==> config.mk <==
export PLATFORM = sky130hd
export DESIGN_NAME = art_ctrl
export DESIGN_NICKNAME = d
export VERILOG_FILES = /design/src/hw/rtl/art_pkg.sv /design/src/hw/rtl/art_ctrl.sv
export VERILOG_INCLUDE_DIRS = /design/src /design/src/hw/rtl
export SDC_FILE = /design/constraint.sdc
export NUM_CORES = 1
export LEC_CHECK = 0
export BUFFER_PORTS_ARGS = -buffer_cell sky130_fd_sc_hd__buf_2
export CAP_MARGIN = 20
export CELL_PAD_IN_SITES_DETAIL_PLACEMENT = 1
export CELL_PAD_IN_SITES_GLOBAL_PLACEMENT = 2
export CORE_AREA = 4 4 41 43
export DETAILED_ROUTE_END_ITERATION = 7
export DIE_AREA = 0 0 45 47
export HOLD_SLACK_MARGIN = 0.02
export PLACE_DENSITY_LB_ADDON = 0.1
export SLEW_MARGIN = 10
export SYNTH_ARGS = -nofsm -noshare
export SYNTH_HDL_FRONTEND = slang
export SYNTH_SLANG_ARGS = --single-unit
==> constraint.sdc <==
create_clock -name clk -period 1.7 [get_ports clk]
set_clock_uncertainty 0.1 [all_clocks]
set_input_delay 0.255 -clock clk [delete_from_list [all_inputs] [get_ports clk]]
set_output_delay 0.255 -clock clk [all_outputs]
set_load 0.005 [all_outputs]
==> src/hw/rtl/ack_retry_tracker_unit_defines.svh <==
// Assertion macros shared by the tracker modules.
`ifndef ACK_RETRY_TRACKER_UNIT_DEFINES_SVH
`define ACK_RETRY_TRACKER_UNIT_DEFINES_SVH

`ifndef NO_ASSERTIONS
`define ART_ASSERT(lbl, prop) \
  lbl: assert property (@(posedge clk) disable iff (rst) prop) \
    else $error("tracker assertion failed");
`define ART_ASSERT_NEXT(lbl, ante, cons) \
  lbl: assert property (@(posedge clk) disable iff (rst) (ante) |=> (cons)) \
    else $error("tracker assertion failed");
`else
`define ART_ASSERT(lbl, prop)
`define ART_ASSERT_NEXT(lbl, ante, cons)
`endif

`endif

==> src/hw/rtl/art_pkg.sv <==
package art_pkg;

  localparam int ART_SEQ_SLOTS = 256;
  localparam int SEQ_W = 8;
  localparam int CMD_W = 16;
  localparam int RES_W = 8;
  localparam int RETRY_W = 3;
  localparam logic [RETRY_W-1:0] RETRY_LIMIT_RESET = 3'd3;

  typedef enum logic [1:0] {
    KIND_SEND    = 2'd0,
    KIND_ACK     = 2'd1,
    KIND_TIMEOUT = 2'd2
  } kind_t;

  typedef enum logic [2:0] {
    ACT_NONE   = 3'd0,
    ACT_START  = 3'd1,
    ACT_ACKED  = 3'd2,
    ACT_RESEND = 3'd3,
    ACT_GIVEUP = 3'd4
  } action_t;

  typedef enum logic [1:0] {
    ST_IDLE,
    ST_LOOKUP,
    ST_EMIT
  } state_t;

  typedef struct packed {
    logic capture;
    logic commit;
  } art_cmd_t;

endpackage

==> src/hw/rtl/art_ctrl.sv <==
`include "ack_retry_tracker_unit_defines.svh"

module art_ctrl
  import art_pkg::*;
(
  input  logic     clk,
  input  logic     rst,
  input  logic     in_valid,
  output logic     in_stall,
  output logic     out_valid,
  input  logic     out_stall,
  output art_cmd_t cmd
);

  state_t state;
  state_t state_next;

  always_ff @(posedge clk) begin
    if (rst) begin
      state <= ST_IDLE;
    end else begin
      state <= state_next;
    end
  end

  always_comb begin
    state_next  = state;
    in_stall    = 1'b1;
    out_valid   = 1'b0;
    cmd.capture = 1'b0;
    cmd.commit  = 1'b0;
    case (state)
      ST_IDLE: begin
        in_stall = 1'b0;
        if (in_valid) begin
          cmd.capture = 1'b1;
          state_next  = ST_LOOKUP;
        end
      end
      ST_LOOKUP: begin
        cmd.commit = 1'b1;
        state_next = ST_EMIT;
      end
      ST_EMIT: begin
        out_valid = 1'b1;
        if (!out_stall) begin
          state_next = ST_IDLE;
        end
      end
      default: begin
        state_next = ST_IDLE;
      end
    endcase
  end

  `ART_ASSERT_NEXT(a_accept_to_lookup, in_valid && !in_stall, state == ST_LOOKUP)
  `ART_ASSERT_NEXT(a_lookup_to_emit, state == ST_LOOKUP, out_valid)
  `ART_ASSERT(a_busy_while_result, out_valid |-> in_stall)

endmodule

==> impl_metrics.tcl, run 1 <==
set metrics [dict create \
    synth_area_leaders "dfxtp_1 (38%), and2b_2 (16%), nor3b_2 (12%)" \
    worstPathArrival_ns 0.98 \
    wl_per_cell_um 8.514 \
    critPathKind "register to primary output" \
    grt_pass1_wl_um 469 \
    dr_total_vias 103 \
    synth_flop_cell "dfxtp_1" \
    die_h_um 47 \
    track_usage_pct 3.628 \
    cp.required_ns 1.34 \
    grt_setup_unrepaired "no" \
    first_pass_iters 1 \
    synth-compound-area-share_pct 4.706 \
    setup_ws_ns 0.3658 \
    yosysSeqAreaShare_pct 37.65 \
    min_period_ns 1.334 \
    die-area_um2 2115 \
    yosys.area_share.simple_pct 47.06 \
    fmaxAchievable_mhz 749.5 \
    whs_ns 0.1044 \
    htreeDepth 1 \
    worstSetupEndpointType "primary output" \
    clkLatencyLatePin_ns 0.22 \
    powerDensity_nw_per_um2 1031 \
    cts_tree "built" \
    min_from "rst" \
    ys_async_sr_fraction_pct 0 \
    postCtsHoldBufs 0 \
    largest_reg_flops 2 \
    coreArea_um2 1301 \
    min_to "state[1]" \
    syn-instance-count 11 \
    antenna_left 0 \
    muxShareOfSynthArea_pct 0 \
    grt_max_degree 6 \
    layout-drive-gt1-share_pct 70.00 \
    ys_ff_latch 2 \
    syn_avg_cell_area_um2 9.668 \
    worstReg2RegEnd "state[0]" \
    worstReg2RegStart "state[0]" \
    synth_top_area_share_pct 37.65 \
    reg2regPathDepth 2 \
    cts_inserted_buffers 3 \
    rows 13 \
    synth_xor_area_share_pct 0 \
    outcome "completed" \
    ir_drop_mv 0.2798 \
    cts.reportedPaths.clkPinSlew_ns 0.03 \
    rrSetupSlack_ns 0.85 \
    place_area_um2 152.6 \
    drt_iter0_markers 0 \
    cts_setup_buffers 0 \
    grt_overflow 0 \
    intPower_w 0.0001424 \
    hold_path.class "input pin to register" \
    power.net_switching_w 0.00003816 \
    grt_pass1_vias 121 \
    top_level_ports 8 \
    drv_cap 0 \
    synth_top_family_by_area "simple AND/OR/NAND/NOR gates" \
    cellLeakagePower_nw 0.09508 \
    gp_congestion 0.5611 \
    min_period_over_period_pct 78.48 \
    io_buffers 7 \
    synth.cell_area_um2 106.4 \
    synth_nets 15 \
    finalSetupTns_ns 0 \
    vias_per_cell 2.943 \
    cts_resized 0 \
    clk_path_buf_depth 2 \
    p_comb_share_pct 12.3 \
    slew_violations 0 \
    fin_util_pct 13.46 \
    startpoint_type "register" \
    finalHoldViolations 0 \
    ys_types 9 \
    p_sw_share_pct 21.13 \
    dpl_worst_slack_ns 0.5934 \
    yosys_warnings 0 \
    hold_depth 2 \
    dp_hpwl_um 226.6 \
    synthTopCellsByCount "and2b_2 (2), dfxtp_1 (2)" \
    cts_root_buffer "clkbuf_4" \
    synthAdderAreaFrac_pct 0 \
    wirelength_um 298 \
    synth_edf_count 0 \
    antenna_found_initial 0 \
    cts.sinks 2 \
    top_regs "state: 2 flops" \
    clkPwrFrac_pct 57.9 \
    cp_max_fo 5 \
    drcViolationCount 0 \
    nets 26 \
    top_register "state" \
    fin_area_um2 175.2 \
    synth_largest_area_cell "dfxtp_1" \
    worst_pin_slew_ns 0.1642 \
    setup_viol_count_final 0 \
    die_w_um 45 \
    relSlewSlack_pct 89.04 \
    areaGrowthSynthToFinish_pct 64.71 \
    p_seq_share_pct 29.8 \
    initial_core_util_pct 8.173 \
    num_antenna_cells 0 \
]
worst max-delay path: stages (launching register included):
cell     delay, ns
dfxtp_1       0.33
or2_2         0.30
buf_2         0.13
stage by stage:
step | std cells | power, W
after floorplan | 11 | 0.00006705
after global placement | 32 | 0.00007800
after detailed placement | 32 | 0.00007772
after CTS | 35 | 0.0001893
after global routing | 35 | 0.0001980
final | 35 | 0.0001806
power groups by stage:
stage | Sequential (W) | Clock [W] | Combinational [W]
floorplan | 0.0000534 | 0 | 0.0000137
global placement | 0.0000544 | 0 | 0.0000236
detailed placement | 0.0000544 | 0 | 0.0000233
CTS | 0.0000538 | 0.000112 | 0.0000233
global route | 0.0000542 | 0.000119 | 0.0000251
finish | 0.0000538 | 0.000104 | 0.0000223
per-layer routing:
metal	GRT usage [%]	vias up	routed length, um
met5	0	-	0
met4	7.018	0	0
met3	1.533	0	31
met2	4.802	5	146
met1	2.941	46	119
li1	-	52	-
layout make-up:
class | instances | area [um2]
flip-flops and latches | 2 | 40.04
clock buffers | 3 | 22.52
multi-input cells | 7 | 55.05
inverters | 1 | 3.754
repair buffers | 7 | 35.03
fillers | 162 | 1126
well taps | 15 | 18.77
cell usage in the layout (no fill, tap or decap):
master,synthesis,layout
nor3b_2,1,1
clkbuf_4,0,3
or2_2,1,1
buf_2,0,7
inv_1,1,1
nand3b_1,1,1
dfxtp_1,2,2
a21oi_1,1,1
nand2b_1,1,1
and2b_2,2,2
cell families (layout without fill, tap and decap cells):
kind of cell	after synthesis	count (layout)
and+or+nand+nor	6	6
DFF	2	2
buffers and inverters	2	11
AOI/OAI and AO/OA	1	1
worst max path at each step:
stage                        start        to  depth (start not counted)
final                     state[0]  in_stall                          2
after global routing      state[0]  in_stall                          2
after CTS                 state[0]  in_stall                          2
after detailed placement  state[0]  in_stall                          2
after global placement    state[0]  in_stall                          2
after floorplan           state[1]    cmd[0]                          3
Power figures use the tool's default switching activity.
==> run 2, diff against run 1 <==
clock period = 1.1 ns   (was 1.7 ns; I/O delays follow)
==> run 2 against run 1 <==
- the run now ends with negative setup slack left
- combinational power up 120%
- cell count up 5.7%
- worst setup slack worse by 0.44 ns
- critical path depth unchanged
==> impl_metrics.tcl, run 2 (synthesis results as in run 1) <==
set metrics [dict create \
    relSlewSlack_pct 89.14 \
    startpoint_type "register" \
    wirelength_um 327 \
    slew_violations 0 \
    htreeDepth 1 \
    layout_commonest_cell "buf_2" \
    nets 28 \
    top_regs "state: 2 flops" \
    top_register "state" \
    drcViolationCount 0 \
    cts_inserted_buffers 3 \
    worstReg2RegStart "state[0]" \
    cts_tree "built" \
    min_period_over_period_pct 106.9 \
    critical_path_depth 2 \
    fmaxAchievable_mhz 850.7 \
    antenna_left 0 \
    worstReg2RegEnd "state[0]" \
    drt_iter0_markers 0 \
    reg2regPathDepth 3 \
    setup_viol_count_final 4 \
    die_h_um 47 \
    hold_path.class "input pin to register" \
    violations "negative setup slack" \
    largest_reg_flops 2 \
    areaGrowthSynthToFinish_pct 91.77 \
    final_cell_mix "buf_2 (6), clkbuf_4 (3), and2b_2 (2), dfxtp_2 (2)" \
    grt_setup_unrepaired "yes" \
    crit_path_top_delay_cell "dfxtp_2" \
    first_pass_iters 1 \
    cp_max_fo 5 \
    wl_per_cell_um 8.838 \
    critPathKind "register to primary output" \
    cts.sinks 2 \
    finalHoldViolations 0 \
    whs_ns 0.1149 \
    clk_path_buf_depth 2 \
    cts.reportedPaths.clkPinSlew_ns 0.03 \
    critPathMaxStageDelay_ns 0.36 \
    crit_chain "and2b_2 -> buf_2" \
    grt_max_degree 6 \
    grt_pass1_wl_um 469 \
    crit_path_end "out_valid" \
    dr_total_vias 110 \
    powerDensity_nw_per_um2 1446 \
    num_antenna_cells 0 \
    cellLeakagePower_nw 0.1060 \
    dpl_worst_slack_ns 0.08336 \
    ir_drop_mv 0.4368 \
    rows 13 \
    grt_overflow 0 \
    gp_congestion 0.5429 \
    min_period_ns 1.176 \
    initial_core_util_pct 8.173 \
    rrSetupSlack_ns 0.16 \
    track_usage_pct 3.707 \
    setup_ws_ns -0.07554 \
    layout-drive-gt1-share_pct 77.27 \
    die-area_um2 2115 \
    die_w_um 45 \
    dp_hpwl_um 226.6 \
    min_from "out_stall" \
    worstSetupEndpointType "primary output" \
    coreArea_um2 1301 \
    vias_per_cell 2.973 \
    top_level_ports 8 \
    drv_cap 0 \
    antenna_found_initial 0 \
    grt_pass1_vias 112 \
    path_buf_inv 1 \
    fin_util_pct 15.67 \
    cp.required_ns 0.83 \
    worstPathArrival_ns 0.91 \
    clkLatencyLatePin_ns 0.22 \
    path_delay_family "flip-flops" \
    crit_start "state[0]" \
    worst_pin_slew_ns 0.1621 \
    outcome "complete, but fails checks" \
    io_buffers 7 \
    cts_root_buffer "clkbuf_4" \
]
==> run 2: changes by cell type in the layout (fill, tap and decap cells not counted) <==
cell | before | now
dlygate4sd3_1 | 0 | 1
buf_6 | 0 | 1
buf_4 | 0 | 1
dfxtp_2 | 0 | 2
buf_2 | 7 | 6
dfxtp_1 | 2 | 0
or2_2 | 1 | 0
or2_4 | 0 | 1
==> run 2: area by class of cell <==
type / instances / area [um2]
repair buffers: 9 / 58.81
flip-flops and latches: 2 / 42.54
well taps: 15 / 18.77
multi-input cells: 7 / 57.56
fillers: 163 / 1097
inverters: 1 / 3.754
clock buffers: 3 / 22.52
==> run 2: timing repair <==
action	CTS	global route
pin swaps	2	1
hold endpoints to repair	1	0
hold buffers	1	0
gates resized for setup	4	0
buffers inserted	0	1
setup endpoints to repair	4	4
==> run 2: how the worst min path moves through the flow <==
stage / end / cells past startpoint
after global routing: state[1] / 3
after CTS: state[1] / 3
after global placement: state[1] / 2
after floorplan: state[1] / 1
final: state[1] / 3
after detailed placement: state[1] / 2
==> run 2: metrics by stage <==
stage | cells | area (um2) | power [W] | TNS [ns]
after floorplan | 11 | 106.4 | 0.0001036 | 0
final | 37 | 203.9 | 0.0002950 | -0.2570
after detailed placement | 32 | 152.6 | 0.0001201 | 0
after global routing | 37 | 203.9 | 0.0003220 | -0.4403
after global placement | 32 | 152.6 | 0.0001206 | 0
after CTS | 36 | 196.4 | 0.0003035 | -0.3014
==> run 2: worst min-delay path: cells and delay by family <==
family,cells,cell delay (ns)
AND/OR/NAND/NOR,1,0.07
buffers and inverters,1,0.10
AO/OA/AOI/OAI,1,0.06
==> run 2: layer usage <==
metal  vias up  global-route usage, %  routed length [um]
li1         56                      -                   -
met5         -                      0                   0
met1        49                  2.489                 123
met4         0                  7.018                   0
met2         5                  5.367                 165
met3         0                  1.916                  38
==> run 2: power breakdown <==
part | total [W] | internal (W) | switching, W
clock | 0.000161 | 0.000120 | 0.0000411
sequential | 0.0000846 | 0.0000786 | 0.00000593
combinational | 0.0000490 | 0.0000343 | 0.0000147
total | 0.000295 | 0.000233 | 0.0000617
